$ cat config.mk
export PLATFORM = sky130hd
export DESIGN_NAME = rarm_ctrl
export DESIGN_NICKNAME = d
export VERILOG_FILES = /design/src/rarm_pkg.sv /design/src/rarm_ctrl.sv
export SDC_FILE = /design/constraint.sdc
export NUM_CORES = 1
export LEC_CHECK = 0
export ABC_AREA = 1
export BUFFER_PORTS_ARGS = -buffer_cell sky130_fd_sc_hd__buf_2
export CORE_UTILIZATION = 45
export DETAILED_ROUTE_END_ITERATION = 8
export HOLD_SLACK_MARGIN = 0.03
export PLACE_DENSITY_LB_ADDON = 0.3
export SETUP_SLACK_MARGIN = 0.2
export SYNTH_ARGS = -nofsm -noshare
export SYNTH_HDL_FRONTEND = slang
export SYNTH_SLANG_ARGS = --single-unit
export TNS_END_PERCENT = 10
$ cat constraint.sdc
create_clock -name clk_i -period 1.06 [get_ports clk_i]
set_input_delay 0.053 -clock clk_i [delete_from_list [all_inputs] [get_ports clk_i]]
set_output_delay 0.053 -clock clk_i [all_outputs]
set_load 0.05 [all_outputs]
$ cat src/rarm_pkg.sv
// rarm_pkg: shared types and constants for the rational add/multiply/reduce block
// no dependencies
package rarm_pkg;

  localparam int unsigned WideW = 34;
  localparam int unsigned RedW  = 17;
  localparam int unsigned CntW  = 6;

  typedef struct packed {
    logic        op;
    logic [15:0] first_num;
    logic [15:0] first_den;
    logic [15:0] second_num;
    logic [15:0] second_den;
  } in_beat_t;

  typedef struct packed {
    logic [31:0] result_num;
    logic [31:0] result_den;
    logic        zero_gcd_error;
  } out_beat_t;

  typedef enum logic [3:0] {
    CMD_NONE,
    CMD_LOAD_IN,
    CMD_SEL_A,
    CMD_SEL_B,
    CMD_DIV_REM,
    CMD_DIV_N,
    CMD_DIV_D,
    CMD_STORE_A,
    CMD_STORE_B,
    CMD_MUL1,
    CMD_MUL2,
    CMD_MUL3,
    CMD_SET_ERR,
    CMD_OUT
  } cmd_e;

  typedef enum logic [1:0] {
    TGT_REM,
    TGT_N,
    TGT_D
  } tgt_e;

  typedef struct packed {
    cmd_e op;
  } ctl_cmd_t;

  typedef struct packed {
    logic a_zero;
    logic b_zero;
    logic div_done;
    logic out_busy;
  } dp_sts_t;

endpackage

$ cat src/rarm_ctrl.sv
// rarm_ctrl: sequencer for the three gcd reductions, products and result hand-off
// depends on rarm_pkg
module rarm_ctrl
  import rarm_pkg::*;
(
  input  logic     clk_i,
  input  logic     rst_ni,
  input  logic     in_valid_i,
  output logic     in_ready_o,
  input  dp_sts_t  sts_i,
  output ctl_cmd_t cmd_o
);

  localparam logic [3:0] StIdle  = 4'd0;
  localparam logic [3:0] StSel   = 4'd1;
  localparam logic [3:0] StChk   = 4'd2;
  localparam logic [3:0] StRem   = 4'd3;
  localparam logic [3:0] StDivN  = 4'd4;
  localparam logic [3:0] StDivD  = 4'd5;
  localparam logic [3:0] StStore = 4'd6;
  localparam logic [3:0] StMul1  = 4'd7;
  localparam logic [3:0] StMul2  = 4'd8;
  localparam logic [3:0] StMul3  = 4'd9;
  localparam logic [3:0] StFin   = 4'd10;
  localparam logic [3:0] StIssD  = 4'd11;

  localparam logic [1:0] WhA = 2'd0;
  localparam logic [1:0] WhB = 2'd1;
  localparam logic [1:0] WhX = 2'd2;

  logic [3:0] state_q, state_d;
  logic [1:0] which_q, which_d;

  assign in_ready_o = (state_q == StIdle);

  always_comb begin
    state_d  = state_q;
    which_d  = which_q;
    cmd_o.op = CMD_NONE;
    case (state_q)
      StIdle: if (in_valid_i) begin
        cmd_o.op = CMD_LOAD_IN;
        which_d  = WhA;
        state_d  = StSel;
      end
      StSel: begin
        cmd_o.op = (which_q == WhA) ? CMD_SEL_A : CMD_SEL_B;
        state_d  = StChk;
      end
      StChk: begin
        if (!sts_i.b_zero) begin
          cmd_o.op = CMD_DIV_REM;
          state_d  = StRem;
        end else if (sts_i.a_zero) begin
          // 0/0 somewhere: result is forced to zero
          cmd_o.op = CMD_SET_ERR;
          state_d  = StFin;
        end else begin
          cmd_o.op = CMD_DIV_N;
          state_d  = StDivN;
        end
      end
      StRem: if (sts_i.div_done) state_d = StChk;
      StDivN: if (sts_i.div_done) state_d = StIssD;
      // divider is idle again, start the denominator division
      StIssD: begin
        cmd_o.op = CMD_DIV_D;
        state_d  = StDivD;
      end
      StDivD: if (sts_i.div_done) state_d = StStore;
      StStore: begin
        case (which_q)
          WhA: begin
            cmd_o.op = CMD_STORE_A;
            which_d  = WhB;
            state_d  = StSel;
          end
          WhB: begin
            cmd_o.op = CMD_STORE_B;
            state_d  = StMul1;
          end
          default: state_d = StFin;
        endcase
      end
      StMul1: begin cmd_o.op = CMD_MUL1; state_d = StMul2; end
      StMul2: begin cmd_o.op = CMD_MUL2; state_d = StMul3; end
      StMul3: begin
        cmd_o.op = CMD_MUL3;
        which_d  = WhX;
        state_d  = StChk;
      end
      StFin: if (!sts_i.out_busy) begin
        cmd_o.op = CMD_OUT;
        state_d  = StIdle;
      end
      default: state_d = StIdle;
    endcase
  end

  always_ff @(posedge clk_i or negedge rst_ni) begin
    if (!rst_ni) begin
      state_q <= StIdle;
      which_q <= WhA;
    end else begin
      state_q <= state_d;
      which_q <= which_d;
    end
  end

endmodule

Yosys cells after proc, flatten, opt, wreduce, memory -nomap -nowiden
Index checks and enable logic that the tools add are counted.

Register bits after elaboration: 6. Output and inout bits: 5. Logic and storage cells: 45.

Equal/unequal tests: 18. Mux-type cells: 19. Reduce and logical (&&, ||, !) cells: 6.

Operator list (number): 4-bit one-hot mux with 11 select lines (1); 4-bit 2-to-1 mux (10); 4-bit one-hot mux with 9 select lines (1); 4-bit by 3-bit == test with 1-bit output, second input constant (4); 4-bit == test, second input constant (4); 4-bit one-hot mux with 2 select lines (2); 2-bit inequality test, second input constant (6); 4-bit by 2-bit == test with 1-bit output, second input constant (2); 2-bit one-hot mux with 3 select lines (1); 5-bit AND reduction (1); 4-bit by 1-bit == test with 1-bit output, second input constant (1); 4-bit zero test (1); 2-bit 2-to-1 mux (2); 3-bit AND reduction (1); 3-bit nonzero test (1); 2-bit by 1-bit == test with 1-bit output, second input constant (1); 2-bit zero test (1); 1-bit 2-to-1 mux (2); 2-bit OR reduction (1).

Depth between registers and ports, before layout
Depth after elaboration: 3. Depth in mapped cells: 9. Depth with buffers taken out: 8.

Least setup slack after synthesis
No wires, ideal clock.

Path kind: register to output. Start: register state_q[1]. End: output cmd_o[1] in the netlist's numbering. Arrival time: 1.484 ns. Required time: 1.007 ns. Slack: -0.477 ns. Cell stages (with the launch flop): 4. Buffers on the path: 0. Cells stage by stage: dfrtp_1 > inv_2 > nand2_1 > o2111ai_1.

RTL lines: from (decl) (line rarm_ctrl.sv:31) `logic [3:0] state_q, state_d;`; from (signal assigned) (line rarm_ctrl.sv:102) `state_q <= StIdle;`; from (signal assigned) (line rarm_ctrl.sv:105) `state_q <= state_d;`; to (decl) (line rarm_ctrl.sv:11) `output ctl_cmd_t cmd_o`.

==> results.md <==
- Status: finished, violations left
- Failing checks: negative setup slack
- Worst EP arrival: between 1.5 and 2 ns
- Internal: approximately 1.7 mW
- Crit Reg-Reg Startpoint: state_q[3]
- Sw frac: 54.3%
- Synth warnings: 0
- Hold Fails Final Rpt: 0
- Most frequent cells in the layout: nand2_1 (40), buf_4 (27), inv_1 (15)
- Initial DRC Count: 25
- Final wirelength: approximately 2.1 mm
- DR WL/cell: around 13 um
- Relative slew slack: between 80% and 90%
- Synthesized area: 686 um^2
- Setup TNS: -3.99 ns
- Skew final: about 0.0066 ns
- Final Max Slew Viols: 0
- Pwr Total: about 3.7 mW
- Critical Path Sink Type: primary output
- Register Area: about 160 um^2
- Flop pwr share: 14.2%
- Combinational share of power: 80.0%
- DIE WIDTH: between 40 and 50 um
- Max Cap Violations: 0
- Routed via count: roughly 870
- Crit path max-delay family: simple AND/OR/NAND/NOR gates
- Commonest non-fill, non-tap cell in the layout: nand2_1
- Vias in the first global route: a little under 800
- Initial antenna violation count: 0
- Row count: 13
- Total grt overflow: 0
- Final nets: 160
- Fmax: between 600 and 700 MHz
- Worst Setup SP: state_q[3]
- P per Cell Area: approximately 3500 nW/um^2
- TritonCTS buffer count: 3
- Critical Path Max Stage Delay: roughly 0.44 ns
- Kind of critical path: flop to primary output
- Routed vias/inst: 5.22
- Die area: roughly 1700 um^2
- Detailed-router iteration count before antenna repair: 4
- Critical Path Slowest Stage Cell: dfrtp_2
- Initial core utilization: roughly half
- CP cell instances: buf_6 -> nand2_4 -> inv_4 -> nand3b_1 -> nand2_1 -> nor2_2 -> nand3b_1 -> buf_6
- Setup repair after global routing missed its margin: yes
- Largest net degree at the start of global routing: 8
- Core area: 1370 um^2
- Synth Net Count: ~120
- Avg Inst Size Synth: around 6.2 um^2
- NetSw: 2.02 mW
- Post-DP HPWL: 1.57 mm
- GRT Resource Usage Total: between 20% and 30%
- WP data required: just over 1 ns
- Hold Path Class: primary input to async pin
- Worst setup margin: -0.510 ns
- Cell count after synthesis: between 100 and 150
- Syn-to-layout area delta: 56.6%
- Leak: a little over 0.6 nW
- Die height: between 40 and 50 um
- DRC: 0
- TritonCTS clock tree: yes
- Clock share of power: ~5.8%
- DRT antenna net count: 0
- Tcrit/Tclk final: 148%
- Clk root buf: clkbuf_4
- # setup viols final: 11
- I/O pin cnt: 12
- Fillers: about 110
- Flops & latches, synth: 6
- H-tree depth: 1
- Clk slew on worst S/H paths: 0.05 ns
- Worst IR drop on VDD: 2.15 mV
- Post-synthesis sequential area ratio: between 20% and 30%
- Sink Count: 6
- Clock latency on the worst-skew pair: approximately 0.25 ns
- Area taken by multi-input logic gates: roughly 500 um^2
- Max Buffers Root-to-Sink: 2
- Yosys cell types: 17
- Share of layout cells above drive strength 1: between 40% and 50%
- Crit path buffers/inverters: 3
- PortBufs: 11
- Final Critical Period: 1.57 ns
- Setup crit start kind: flop
- Antenna Cells: 0
- First-pass GRT wire length: 3.10 mm
- Slew @ Worst Pin: about 0.23 ns
- Routability congestion estimate: around 0.94
- Crit path max fanout: 3
-- power by group through the flow --
stage / registers (mW) / logic (mW) / clock network, mW
3_5_place_dp: 0.501 / 2.63 / 0
2_1_floorplan: 0.408 / 1.84 / 0
5_1_grt: 0.538 / 3.20 / 0.240
3_3_place_gp: 0.492 / 2.57 / 0
4_1_cts: 0.528 / 2.95 / 0.222
6_report: 0.531 / 2.98 / 0.216
-- sequential cells by signal, indices dropped and copies added (netlist names) --
name,flops
which_q,2
state_q,4
-- worst paths after layout --
| path | slack (ns) | depth (start not counted) | endpoint |
|---|---|---|---|
| setup / recovery | -0.51 | 8 | cmd_o[3] |
| hold / removal | 0.15 | 2 | state_q[1] |
| setup reg to reg | -0.31 | 10 | state_q[0] |
| hold reg to reg | 0.54 | 2 | which_q[0] |
| max in group asynchronous | 0.74 | 2 | state_q[0] |
| min in group clk_i | 0.21 | 4 | state_q[3] |
-- layout make-up --
class	instances	area share, %
repair buffers	39	27.9
inverters	19	7.11
flip-flops and latches	6	14.5
well taps	15	1.75
clock buffers	3	2.10
multi-input cells	84	46.7
-- per-stage QoR --
stage / cells / area (um^2) / util [%] / setup WS, ns / hold slack, ns
floorplan: 111 / 716 / - / -0.286 / -0.243
finish: 166 / 1070 / 78.6 / -0.510 / 0.155
CTS: 165 / 1070 / 78.0 / -0.528 / 0.144
detailed placement: 159 / 947 / 69.3 / -0.410 / -0.121
global route: 166 / 1070 / 78.6 / -0.578 / 0.180
global placement: 159 / 947 / 69.3 / -0.347 / -0.121
-- kinds of logic (layout without fill, tap and decap cells) --
group | after synthesis | in the layout | share of synthesized area, %
AO/OA/AOI/OAI | 3 | 3 | 3.83
buffers and inverters | 21 | 61 | 13.7
flip-flops | 6 | 6 | 21.9
AND/OR/NAND/NOR | 81 | 81 | 60.6
-- metal layers --
layer | GRT usage [%] | vias to the layer above | part of all wire, %
met5 | 0 | - | 0
met4 | 9.17 | 0 | 1.8
met3 | 8.70 | 6 | 4.2
met2 | 50.4 | 28 | 51
met1 | 32.8 | 406 | 43
li1 | - | 427 | -
-- what timing repair did --
item | 4_1_cts | 5_1_grt
endpoints found under the setup margin | 11 | 11
resized for setup | 22 | 0
endpoints found under the hold margin | 6 | 0
hold buffers | 1 | 0
setup buffers | 2 | 1
pin swaps | 8 | 3
-- cells in the mapped netlist --
cell       count  area, um^2
inv_2          3        11.3
inv_1         16        60.1
nor2_2         2        12.5
o2111ai_1      2        17.5
nand3_2        4        40.0
nor2_1        12        45.0
nand3b_1       3        22.5
a21oi_2        1        8.76
nand4_1        2        12.5
buf_6          2        22.5
nand2_2        3        18.8
nor2_8         1        20.0
nand3_4        1        17.5
nand2_1       41         154
nor2_4         2        22.5
nand3_1       10        50.1
dfrtp_1        6         150
No activity file was read; power rests on OpenSTA's default activity.
