<file path="config.mk">
export PLATFORM = sky130hd
export DESIGN_NAME = rarm_datapath
export DESIGN_NICKNAME = d
export VERILOG_FILES = /design/src/rarm_pkg.sv /design/src/rarm_datapath.sv
export SDC_FILE = /design/constraint.sdc
export NUM_CORES = 2
export LEC_CHECK = 0
export ABC_AREA = 1
export BUFFER_PORTS_ARGS = -buffer_cell sky130_fd_sc_hd__buf_2
export CAP_MARGIN = 15
export CORE_MARGIN = 2
export CORE_UTILIZATION = 45
export CTS_CLUSTER_SIZE = 30
export DETAILED_ROUTE_END_ITERATION = 7
export GPL_ROUTABILITY_DRIVEN = 0
export GPL_TIMING_DRIVEN = 0
export HOLD_SLACK_MARGIN = 0.06
export PLACE_DENSITY = 0.68
export RECOVER_POWER = 50
export SKIP_LAST_GASP = 1
export SLEW_MARGIN = 40
export SYNTH_ARGS = -nofsm -noshare
export SYNTH_HDL_FRONTEND = slang
export SYNTH_SLANG_ARGS = --single-unit
</file>
<file path="constraint.sdc">
create_clock -name clk_i -period 7 [get_ports clk_i]
set_clock_uncertainty 0.1 [all_clocks]
set_input_delay 0.35 -clock clk_i [delete_from_list [all_inputs] [get_ports clk_i]]
set_output_delay 0.35 -clock clk_i [all_outputs]
set_load 0.02 [all_outputs]
</file>
<file path="src/rarm_pkg.sv">
// rarm_pkg: shared types and constants for the rational add/multiply/reduce block
// no dependencies
package rarm_pkg;

  localparam int unsigned WideW = 34;
  localparam int unsigned RedW  = 17;
  localparam int unsigned CntW  = 6;

  typedef struct packed {
    logic        op;
    logic [15:0] first_num;
    logic [15:0] first_den;
    logic [15:0] second_num;
    logic [15:0] second_den;
  } in_beat_t;

  typedef struct packed {
    logic [31:0] result_num;
    logic [31:0] result_den;
    logic        zero_gcd_error;
  } out_beat_t;

  typedef enum logic [3:0] {
    CMD_NONE,
    CMD_LOAD_IN,
    CMD_SEL_A,
    CMD_SEL_B,
    CMD_DIV_REM,
    CMD_DIV_N,
    CMD_DIV_D,
    CMD_STORE_A,
    CMD_STORE_B,
    CMD_MUL1,
    CMD_MUL2,
    CMD_MUL3,
    CMD_SET_ERR,
    CMD_OUT
  } cmd_e;

  typedef enum logic [1:0] {
    TGT_REM,
    TGT_N,
    TGT_D
  } tgt_e;

  typedef struct packed {
    cmd_e op;
  } ctl_cmd_t;

  typedef struct packed {
    logic a_zero;
    logic b_zero;
    logic div_done;
    logic out_busy;
  } dp_sts_t;

endpackage

</file>
<file path="src/rarm_datapath.sv">
// rarm_datapath: operand registers, shared multiplier, bit-serial signed divider,
// result register; depends on rarm_pkg
module rarm_datapath
  import rarm_pkg::*;
(
  input  logic      clk_i,
  input  logic      rst_ni,
  input  ctl_cmd_t  cmd_i,
  input  in_beat_t  in_data_i,
  input  logic      out_ready_i,
  output logic      out_valid_o,
  output out_beat_t out_data_o,
  output dp_sts_t   sts_o
);

  logic                    op_q;
  logic signed [RedW-1:0]  an_q, ad_q, bn_q, bd_q;
  logic signed [WideW-1:0] n_q, d_q, a_q, b_q, m1_q, m2_q;
  logic                    err_q;
  logic                    out_valid_q;
  out_beat_t               out_q;

  // divider state
  logic                    busy_q;
  logic [CntW-1:0]         cnt_q;
  logic [WideW:0]          rem_q;
  logic [WideW-1:0]        dq_q;
  logic [WideW-1:0]        dvs_q;
  logic                    rneg_q, qneg_q;
  tgt_e                    tgt_q;

  logic signed [RedW-1:0]  ma, mb;
  logic signed [WideW-1:0] prod;
  logic signed [WideW-1:0] dvd_s, dvs_s;
  logic [WideW:0]          shl, sub;
  logic                    sub_ok;
  logic [WideW:0]          rem_n;
  logic [WideW-1:0]        dq_n;
  logic                    div_last;
  logic [WideW-1:0]        q_fin, r_fin;

  always_comb begin
    ma = an_q;
    mb = bd_q;
    case (cmd_i.op)
      CMD_MUL1: begin ma = an_q; mb = op_q ? bn_q : bd_q; end
      CMD_MUL2: begin ma = ad_q; mb = bn_q; end
      CMD_MUL3: begin ma = ad_q; mb = bd_q; end
      default:  begin ma = an_q; mb = bd_q; end
    endcase
  end
  assign prod = ma * mb;

  always_comb begin
    dvd_s = a_q;
    dvs_s = b_q;
    case (cmd_i.op)
      CMD_DIV_N: begin dvd_s = n_q; dvs_s = a_q; end
      CMD_DIV_D: begin dvd_s = d_q; dvs_s = a_q; end
      default:   begin dvd_s = a_q; dvs_s = b_q; end
    endcase
  end

  // one restoring step on magnitudes
  assign shl      = {rem_q[WideW-1:0], dq_q[WideW-1]};
  assign sub      = shl - {1'b0, dvs_q};
  assign sub_ok   = (shl >= {1'b0, dvs_q});
  assign rem_n    = sub_ok ? sub : shl;
  assign dq_n     = {dq_q[WideW-2:0], sub_ok};
  assign div_last = busy_q && (cnt_q == CntW'(1));
  assign q_fin    = qneg_q ? (~dq_n + 1'b1) : dq_n;
  assign r_fin    = rneg_q ? (~rem_n[WideW-1:0] + 1'b1) : rem_n[WideW-1:0];

  always_ff @(posedge clk_i or negedge rst_ni) begin
    if (!rst_ni) begin
      busy_q      <= 1'b0;
      cnt_q       <= '0;
      out_valid_q <= 1'b0;
    end else begin
      if (out_valid_q && out_ready_i) out_valid_q <= 1'b0;
      if (cmd_i.op == CMD_OUT) out_valid_q <= 1'b1;
      if (cmd_i.op == CMD_DIV_REM || cmd_i.op == CMD_DIV_N || cmd_i.op == CMD_DIV_D) begin
        busy_q <= 1'b1;
        cnt_q  <= CntW'(WideW);
      end else if (busy_q) begin
        cnt_q <= cnt_q - 1'b1;
        if (div_last) busy_q <= 1'b0;
      end
    end
  end

  always_ff @(posedge clk_i) begin
    case (cmd_i.op)
      CMD_LOAD_IN: begin
        op_q  <= in_data_i.op;
        an_q  <= {in_data_i.first_num[15], in_data_i.first_num};
        ad_q  <= {in_data_i.first_den[15], in_data_i.first_den};
        bn_q  <= {in_data_i.second_num[15], in_data_i.second_num};
        bd_q  <= {in_data_i.second_den[15], in_data_i.second_den};
        err_q <= 1'b0;
      end
      CMD_SEL_A: begin
        n_q <= WideW'(an_q);
        d_q <= WideW'(ad_q);
        a_q <= WideW'(an_q);
        b_q <= WideW'(ad_q);
      end
      CMD_SEL_B: begin
        n_q <= WideW'(bn_q);
        d_q <= WideW'(bd_q);
        a_q <= WideW'(bn_q);
        b_q <= WideW'(bd_q);
      end
      CMD_DIV_REM, CMD_DIV_N, CMD_DIV_D: begin
        rem_q  <= '0;
        dq_q   <= dvd_s[WideW-1] ? WideW'(-dvd_s) : dvd_s;
        dvs_q  <= dvs_s[WideW-1] ? WideW'(-dvs_s) : dvs_s;
        rneg_q <= dvd_s[WideW-1];
        qneg_q <= dvd_s[WideW-1] ^ dvs_s[WideW-1];
        tgt_q  <= (cmd_i.op == CMD_DIV_REM) ? TGT_REM :
                  (cmd_i.op == CMD_DIV_N) ? TGT_N : TGT_D;
      end
      CMD_STORE_A: begin
        an_q <= n_q[RedW-1:0];
        ad_q <= d_q[RedW-1:0];
      end
      CMD_STORE_B: begin
        bn_q <= n_q[RedW-1:0];
        bd_q <= d_q[RedW-1:0];
      end
      CMD_MUL1: m1_q <= prod;
      CMD_MUL2: m2_q <= prod;
      CMD_MUL3: begin
        n_q <= op_q ? m1_q : m1_q + m2_q;
        a_q <= op_q ? m1_q : m1_q + m2_q;
        d_q <= prod;
        b_q <= prod;
      end
      CMD_SET_ERR: err_q <= 1'b1;
      CMD_OUT: begin
        out_q.result_num     <= err_q ? 32'd0 : n_q[31:0];
        out_q.result_den     <= err_q ? 32'd0 : d_q[31:0];
        out_q.zero_gcd_error <= err_q;
      end
      default: ;
    endcase
    if (busy_q) begin
      rem_q <= rem_n;
      dq_q  <= dq_n;
    end
    if (div_last) begin
      case (tgt_q)
        TGT_REM: begin a_q <= b_q; b_q <= r_fin; end
        TGT_N:   n_q <= q_fin;
        TGT_D:   d_q <= q_fin;
        default: ;
      endcase
    end
  end

  assign sts_o.a_zero   = (a_q == '0);
  assign sts_o.b_zero   = (b_q == '0);
  assign sts_o.div_done = div_last;
  assign sts_o.out_busy = out_valid_q;
  assign out_valid_o    = out_valid_q;
  assign out_data_o     = out_q;

endmodule

</file>
## After elaboration in Yosys (flattened, before gate mapping)

Cells that the tools add are included.

| word-level totals | value |
|---|---|
| word-level logic and storage cells | 109 |
| latch bits | 0 |
| output and inout port bits | 70 |
| memory bits (read-only) | 0 |
| memories | 0 |
| bits of input ports | 72 |
| bits in writable memories | 0 |
| bits in registers | 453 |

| cells by class | value |
|---|---|
| bitwise gates (word level) | 3 |
| add/subtract/negate cells | 7 |
| shift operators | 0 |
| equality and inequality tests | 16 |
| divide/modulo/power cells | 0 |
| reduce and logical (&&, ||, !) cells | 16 |
| multiply operators | 1 |
| multiplexer cells | 40 |
| order comparisons | 1 |

Operators by type and width:

| operator | number |
|---|---|
| 34-bit 2-to-1 mux | 18 |
| 34-bit case mux with 3 select lines | 4 |
| 17-bit case mux with 2 select lines | 5 |
| 34-bit by 1-bit adder with 34-bit output, second input constant | 2 |
| 34-bit zero test | 2 |
| 34-bit negator | 2 |
| 34-bit inverter | 2 |
| 34-bit case mux with 2 select lines | 1 |
| 35-bit by 34-bit greater-or-equal comparator with 1-bit output | 1 |
| 34-bit adder | 1 |
| 17-bit by 17-bit multiplier with 34-bit output | 1 |
| 17-bit 2-to-1 mux | 2 |
| 34-bit subtractor | 1 |
| 33-bit 2-to-1 mux | 1 |
| 4-bit equality test, second input constant | 6 |
| 4-bit by 3-bit equality test with 1-bit output, second input constant | 4 |
| 6-bit 2-to-1 mux | 2 |
| 2-bit nonzero test | 6 |
| 4-bit by 2-bit equality test with 1-bit output, second input constant | 2 |
| 6-bit by 1-bit equality test with 1-bit output, second input constant | 1 |
| 6-bit by 1-bit subtractor with 6-bit output, second input constant | 1 |
| 1-bit 2-to-1 mux | 5 |
| 4-bit by 1-bit equality test with 1-bit output, second input constant | 1 |
| 2-bit OR reduction | 2 |
| 9 further kinds | 11 |

## Longest topological paths before layout

| depth | value |
|---|---|
| depth after elaboration | 7 |
| mapped depth | 40 |
| mapped depth without buffers | 38 |

## Worst setup path after synthesis

No wires, ideal clock.

| timing path | value |
|---|---|
| path kind | input to register |
| start point | in cmd_i[3] in the netlist's numbering |
| end point | reg m1_q[33] (data pin) |
| path slack | -1.586 ns |
| data arrival time | 8.228 ns |
| data required time | 6.642 ns |
| path buffers | 2 |
| stages on the path | 31 |
| setup time | 0.258 ns |
| cells stage by stage | inv_1 > nor2_1 > inv_1 > nor2_1 > nand2_1 > nand2_1 > inv_1 > clkbuf_1 > o21ai_0 > clkbuf_1 > nor2_1 > fa_1 > fa_1 > fa_1 > fa_1 > fa_1 > inv_1 > fa_1 > inv_1 > ha_1 > nand2_1 > nor2_1 > inv_1 > nor2_1 > nand3_1 > nand3_1 > nand3_1 > nand2_1 > a21oi_1 > or2_2 > and2_1 |

| between the ends | value |
|---|---|
| cells in the longest elaborated chain, start to end | 4 |
| elaborated cells between the ends (all ways) | 7 |
| classes of those cells | mul (1); eq/ne (3); mux (2); reduce/logical (1) |

Ends and longest elaborated chain:

| what | line | RTL |
|---|---|---|
| from (decl) | rarm_datapath.sv:8 | `input ctl_cmd_t cmd_i,` |
| 4-bit equality test | rarm_datapath.sv:45 | `case (cmd_i.op)` |
| 2-bit OR reduction (no source line) | -- |  |
| 17-bit 2-to-1 mux | rarm_datapath.sv:45 |  |
| 17-bit by 17-bit multiplier with 34-bit output (*) | rarm_datapath.sv:52 | `assign prod = ma * mb;` |
| named net prod[33] | rarm_datapath.sv:33 | `logic signed [WideW-1:0] prod;` |
| to (signal assigned) | rarm_datapath.sv:131 | `CMD_MUL1: m1_q <= prod;` |
| to (decl) | rarm_datapath.sv:18 | `logic signed [WideW-1:0] n_q, d_q, a_q, b_q, m1_q, m2_q;` |

The timed path passes the listed nets; every way through them passes the cells marked *.
A chain may end at the register's enable or synchronous reset.

## Worst setup path after layout

| timing path | value |
|---|---|
| start point | in cmd_i[3] in the netlist's numbering |
| end point | reg d_q[31] |

| between the ends | value |
|---|---|
| cells in the longest elaborated chain, start to end | 7 |
| elaborated cells between the ends (all ways) | 12 |
| classes of those cells | mul (1); eq/ne (5); mux (5); reduce/logical (1) |

Ends and longest elaborated chain:

| what | line | RTL |
|---|---|---|
| 4-bit equality test | rarm_datapath.sv:45 |  |
| 2-bit OR reduction (no source line) | -- |  |
| 17-bit 2-to-1 mux | rarm_datapath.sv:45 |  |
| 17-bit by 17-bit multiplier with 34-bit output (*) | rarm_datapath.sv:52 |  |
| named net prod[31] | rarm_datapath.sv:33 |  |
| 34-bit case mux with 3 select lines (*) | rarm_datapath.sv:93 | `case (cmd_i.op)` |
| 34-bit 2-to-1 mux | rarm_datapath.sv:152 | `case (tgt_q)` |
| 34-bit 2-to-1 mux (*) | rarm_datapath.sv:151 | `if (div_last) begin` |
| to (signal assigned) | rarm_datapath.sv:104 | `d_q <= WideW'(ad_q);` |
| to (signal assigned) | rarm_datapath.sv:110 | `d_q <= WideW'(bd_q);` |
| to (signal assigned) | rarm_datapath.sv:155 | `TGT_D: d_q <= q_fin;` |
| to (decl) | rarm_datapath.sv:18 |  |

Marks and branches as above.

==> summary.txt <==
Clocking
  – Clock transition at path regs: roughly 60 ps
  – Clock Tree Buf Depth: 3
  – H-tree depth: 2
  – Inserted Clock Buffers: 49
  – Worst skew pair latency: about 620 ps
  – Clock sinks: between 400 and 500
  – CTS root buffer: clkbuf_16
  – TritonCTS clock tree: built

Critical path
  – FF-to-FF path depth: 31
  – WP data required: about 7500 ps
  – Critical Path Source Type: input pin
  – Most frequent cell on the critical path: fa_1
  – Worst Path Arrival: 7570 ps
  – Reg-to-reg startpoint: op_q
  – Worst Path Max Fanout: 10
  – RR Endpoint: d_q[31]
  – Max stage delay on crit path: approximately 570 ps
  – Crit. End Element: flop
  – Worst reg-to-reg setup slack: -110 ps
  – CP Class: in2reg
  – Crit-path slowest cell: clkbuf_1

Synthesis
  – Syn avg cell area: a little under 8 um2
  – Mapped Cells: roughly 5100
  – Syn. warnings: 0
  – EDFF count, synth: about 300
  – Synth Area in XOR/XNOR: under 10%
  – Post-Synth Simple-Gate Area: between 20% and 30%
  – Adder-cell share of the synthesized area: 20.3%
  – Predominant post-synthesis flop cell: edfxtp_1
  – Mux cell area share after synthesis: less than 1%
  – Syn_nets: 5578
  – Yosys reg bits: approximately 450
  – Distinct cell type count after synthesis: 70
  – Compound-Gate Fraction of Synth Area: between 10% and 20%
  – Largest family of logic cells by synthesized area: simple AND/OR/NAND/NOR gates
  – Register area share after synthesis: a little under a third
  – Synth async-reset ratio: 1.77%
  – Mapped Area: ~40000 um2

STA
  – Final setup fails: 8
  – Final worst-path cycle share: 102%
  – Post-route minimum period: ~7100 ps
  – RSZ-0062 raised after global routing: yes
  – Worst rel slew slack: 37.5%
  – Setup ws final: -118 ps
  – Final slew viol count: 0
  – Worst hold slack: approximately 75 ps
  – Hold Fails Final Rpt: 0
  – Max Fclk: 140 MHz
  – Worst-Margin Slew: about 930 ps

Run status
  – Outcome: finished with violations
  – Failing checks: negative setup slack

Worst hold path
  – Hold EP: tgt_q[1]
  – Worst hold stages: 3
  – Worst min path class: in2reg
  – Hold Crit Start: cmd_i[1]

Place
  – Placement Cell Area: 41900 um2
  – DP HPWL: between 100000 and 150000 um
  – DP Cell Count: between 6000 and 7000
  – DP Worst Slack: -2140 ps
  – PortBufs: 141

Layout
  – Area growth syn-to-layout: 19.1%
  – Share of cells above drive strength 1: between 10 and 15%
  – Post-route cell area: approximately 47000 um2
  – Nets: about 6000
  – Finished Layout Cells: ~6600
  – Fill count: 7820

Floorplan
  – Die Span Y: around 300 um
  – Starting Density: between 40% and 50%
  – DIE WIDTH: between 200 and 300 um
  – Core Area: 86500 um2
  – Full die area: between 80000 and 90000 um2
  – Rows: ~110
  – Ports: 142

Detailed routing
  – Drt pass-1 iters: 7
  – # DRC: 0
  – DRT iter0 DRCs: roughly 5100
  – Vias: approximately 38000
  – WL per Instance: roughly 22 um
  – Drt total wl: 146000 um
  – Via/cell ratio: 5.68
  – Antenna-violating nets left: 0

Global routing
  – Total gr overflow: 0
  – First-pass GRT wire length: 213000 um
  – Vias in the first global route: 35000
  – Largest net degree at the start of global routing: 38
  – Total Routing Usage GR: between 30% and 40%
  – Initial antenna violation count: 4

Run
  – Max-cap violation count: 0
[flip-flops by register name, indices dropped and copies added, names as in the netlist]
name         cells
n_q             34
bd_q            17
err_q            1
m2_q            34
ad_q            17
an_q            17
cnt_q            6
dq_q            34
out_data_o      65
dvs_q           34
a_q             34
op_q             1
b_q             34
rem_q           34
rneg_q           1
qneg_q           1
d_q             34
tgt_q            2
out_valid_o      1
busy_q           1
m1_q            34
bn_q            17
[routing by layer]
layer | wire, um | up-vias | share of wire (%) | global-route usage (%)
li1 | - | 16800 | - | -
met1 | 57100 | 17800 | 39 | 43.7
met2 | 60700 | 2600 | 41 | 45.8
met3 | 19400 | 450 | 13 | 8.06
met4 | 9240 | 6 | 6.3 | 16.5
met5 | 36 | - | 0.025 | 0
[cells in the mapped netlist (all sizes together), types with 3 or more instances]
library cell | n | area (um2)
o22ai | 52 | 325
nand4 | 52 | 344
inv | 947 | 3560
a211oi | 11 | 82.6
a21oi | 188 | 967
nor4 | 29 | 188
a2111o | 4 | 45.0
o211ai | 21 | 158
nor3 | 25 | 150
mux2i | 8 | 80.1
nand2 | 1143 | 4380
fa | 298 | 5970
a22oi | 3 | 22.5
o2111ai | 4 | 35.0
a221oi | 6 | 52.6
clkbuf | 121 | 454
nand3b | 17 | 128
xor2 | 94 | 823
buf | 49 | 348
o31ai | 6 | 45.0
a31oi | 22 | 138
dfxtp | 136 | 2720
edfxtp | 309 | 9280
a21o | 10 | 75.1
nand3 | 203 | 1040
o21bai | 20 | 154
and2 | 4 | 25.0
clkinv | 9 | 33.8
ha | 158 | 1980
or2 | 27 | 169
o32ai | 6 | 52.6
o21ai | 428 | 2250
dfrtp | 8 | 200
xnor2 | 53 | 464
o221ai | 8 | 70.1
o21a | 4 | 30.0
nor2 | 556 | 2220
[worst max path at each step]
| stage | startpoint | to |
|---|---|---|
| 3_3_place_gp | cmd_i[3] | d_q[26] |
| 4_1_cts | op_q | d_q[26] |
| 2_1_floorplan | cmd_i[3] | m1_q[33] |
| 3_5_place_dp | cmd_i[3] | d_q[26] |
| 6_report | cmd_i[3] | d_q[31] |
| 5_1_grt | op_q | d_q[32] |
[cell families (layout without fill, tap and decap cells)]
| kind of cell | after synthesis | count (layout) |
|---|---|---|
| buf+inv | 1126 | 1542 |
| simple gates | 2057 | 2057 |
| other cells | 0 | 4 |
| fa+ha+maj | 456 | 456 |
| compound gates | 803 | 803 |
| flops | 453 | 453 |
| mux | 8 | 8 |
| xor+xnor | 147 | 147 |
[timing repair]
item / CTS / global route
endpoints found under the hold margin: 78 / 0
cloned: 1 / 4
buffers inserted: 31 / 76
resized for setup: 148 / 240
setup endpoints to repair: 92 / 69
pin swaps: 21 / 111
hold buffers: 68 / 0
[through the flow]
stage | setup TNS (ps) | util [%]
finish | -422 | 53.9
floorplan | -34.8 | -
global route | -4210 | 53.9
CTS | -29.6 | 52.1
global placement | -141930 | 48.1
detailed placement | -131010 | 48.4
[worst max-delay path, delay by kind of cell]
| kind | cells | cell delay [ps] |
|---|---|---|
| simple gates | 9 | 1100 |
| xor+xnor | 1 | 300 |
| fa+ha+maj | 7 | 3260 |
| compound gates | 5 | 1000 |
| buf+inv | 10 | 1560 |
[layout by cell type (no fill, tap or decap), drive strengths merged, types with 136 or more instances in the layout]
cell,synthesis,layout
edfxtp,309,309
nand3,203,203
inv,947,945
fa,298,298
buf,49,319
nand2,1143,1143
o21ai,428,428
nor2,556,556
ha,158,158
dfxtp,136,136
a21oi,188,188
clkbuf,121,171
[area by class of cell]
type	instances	area, um2	share of cell area, %
multi-input cells	3471	24100	51.6
repair buffers	329	2550	5.48
clock inverters	28	280	0.601
inverters	956	3660	7.85
flip-flops and latches	453	12200	26.2
clock buffers	61	1360	2.91
plain buffers	168	1030	2.20
diodes	4	10.0	0.0215
well taps	1155	1450	3.10
Power is not shown: default switching activity piles up to over one toggle a cycle in this logic, so the estimate is an artifact.
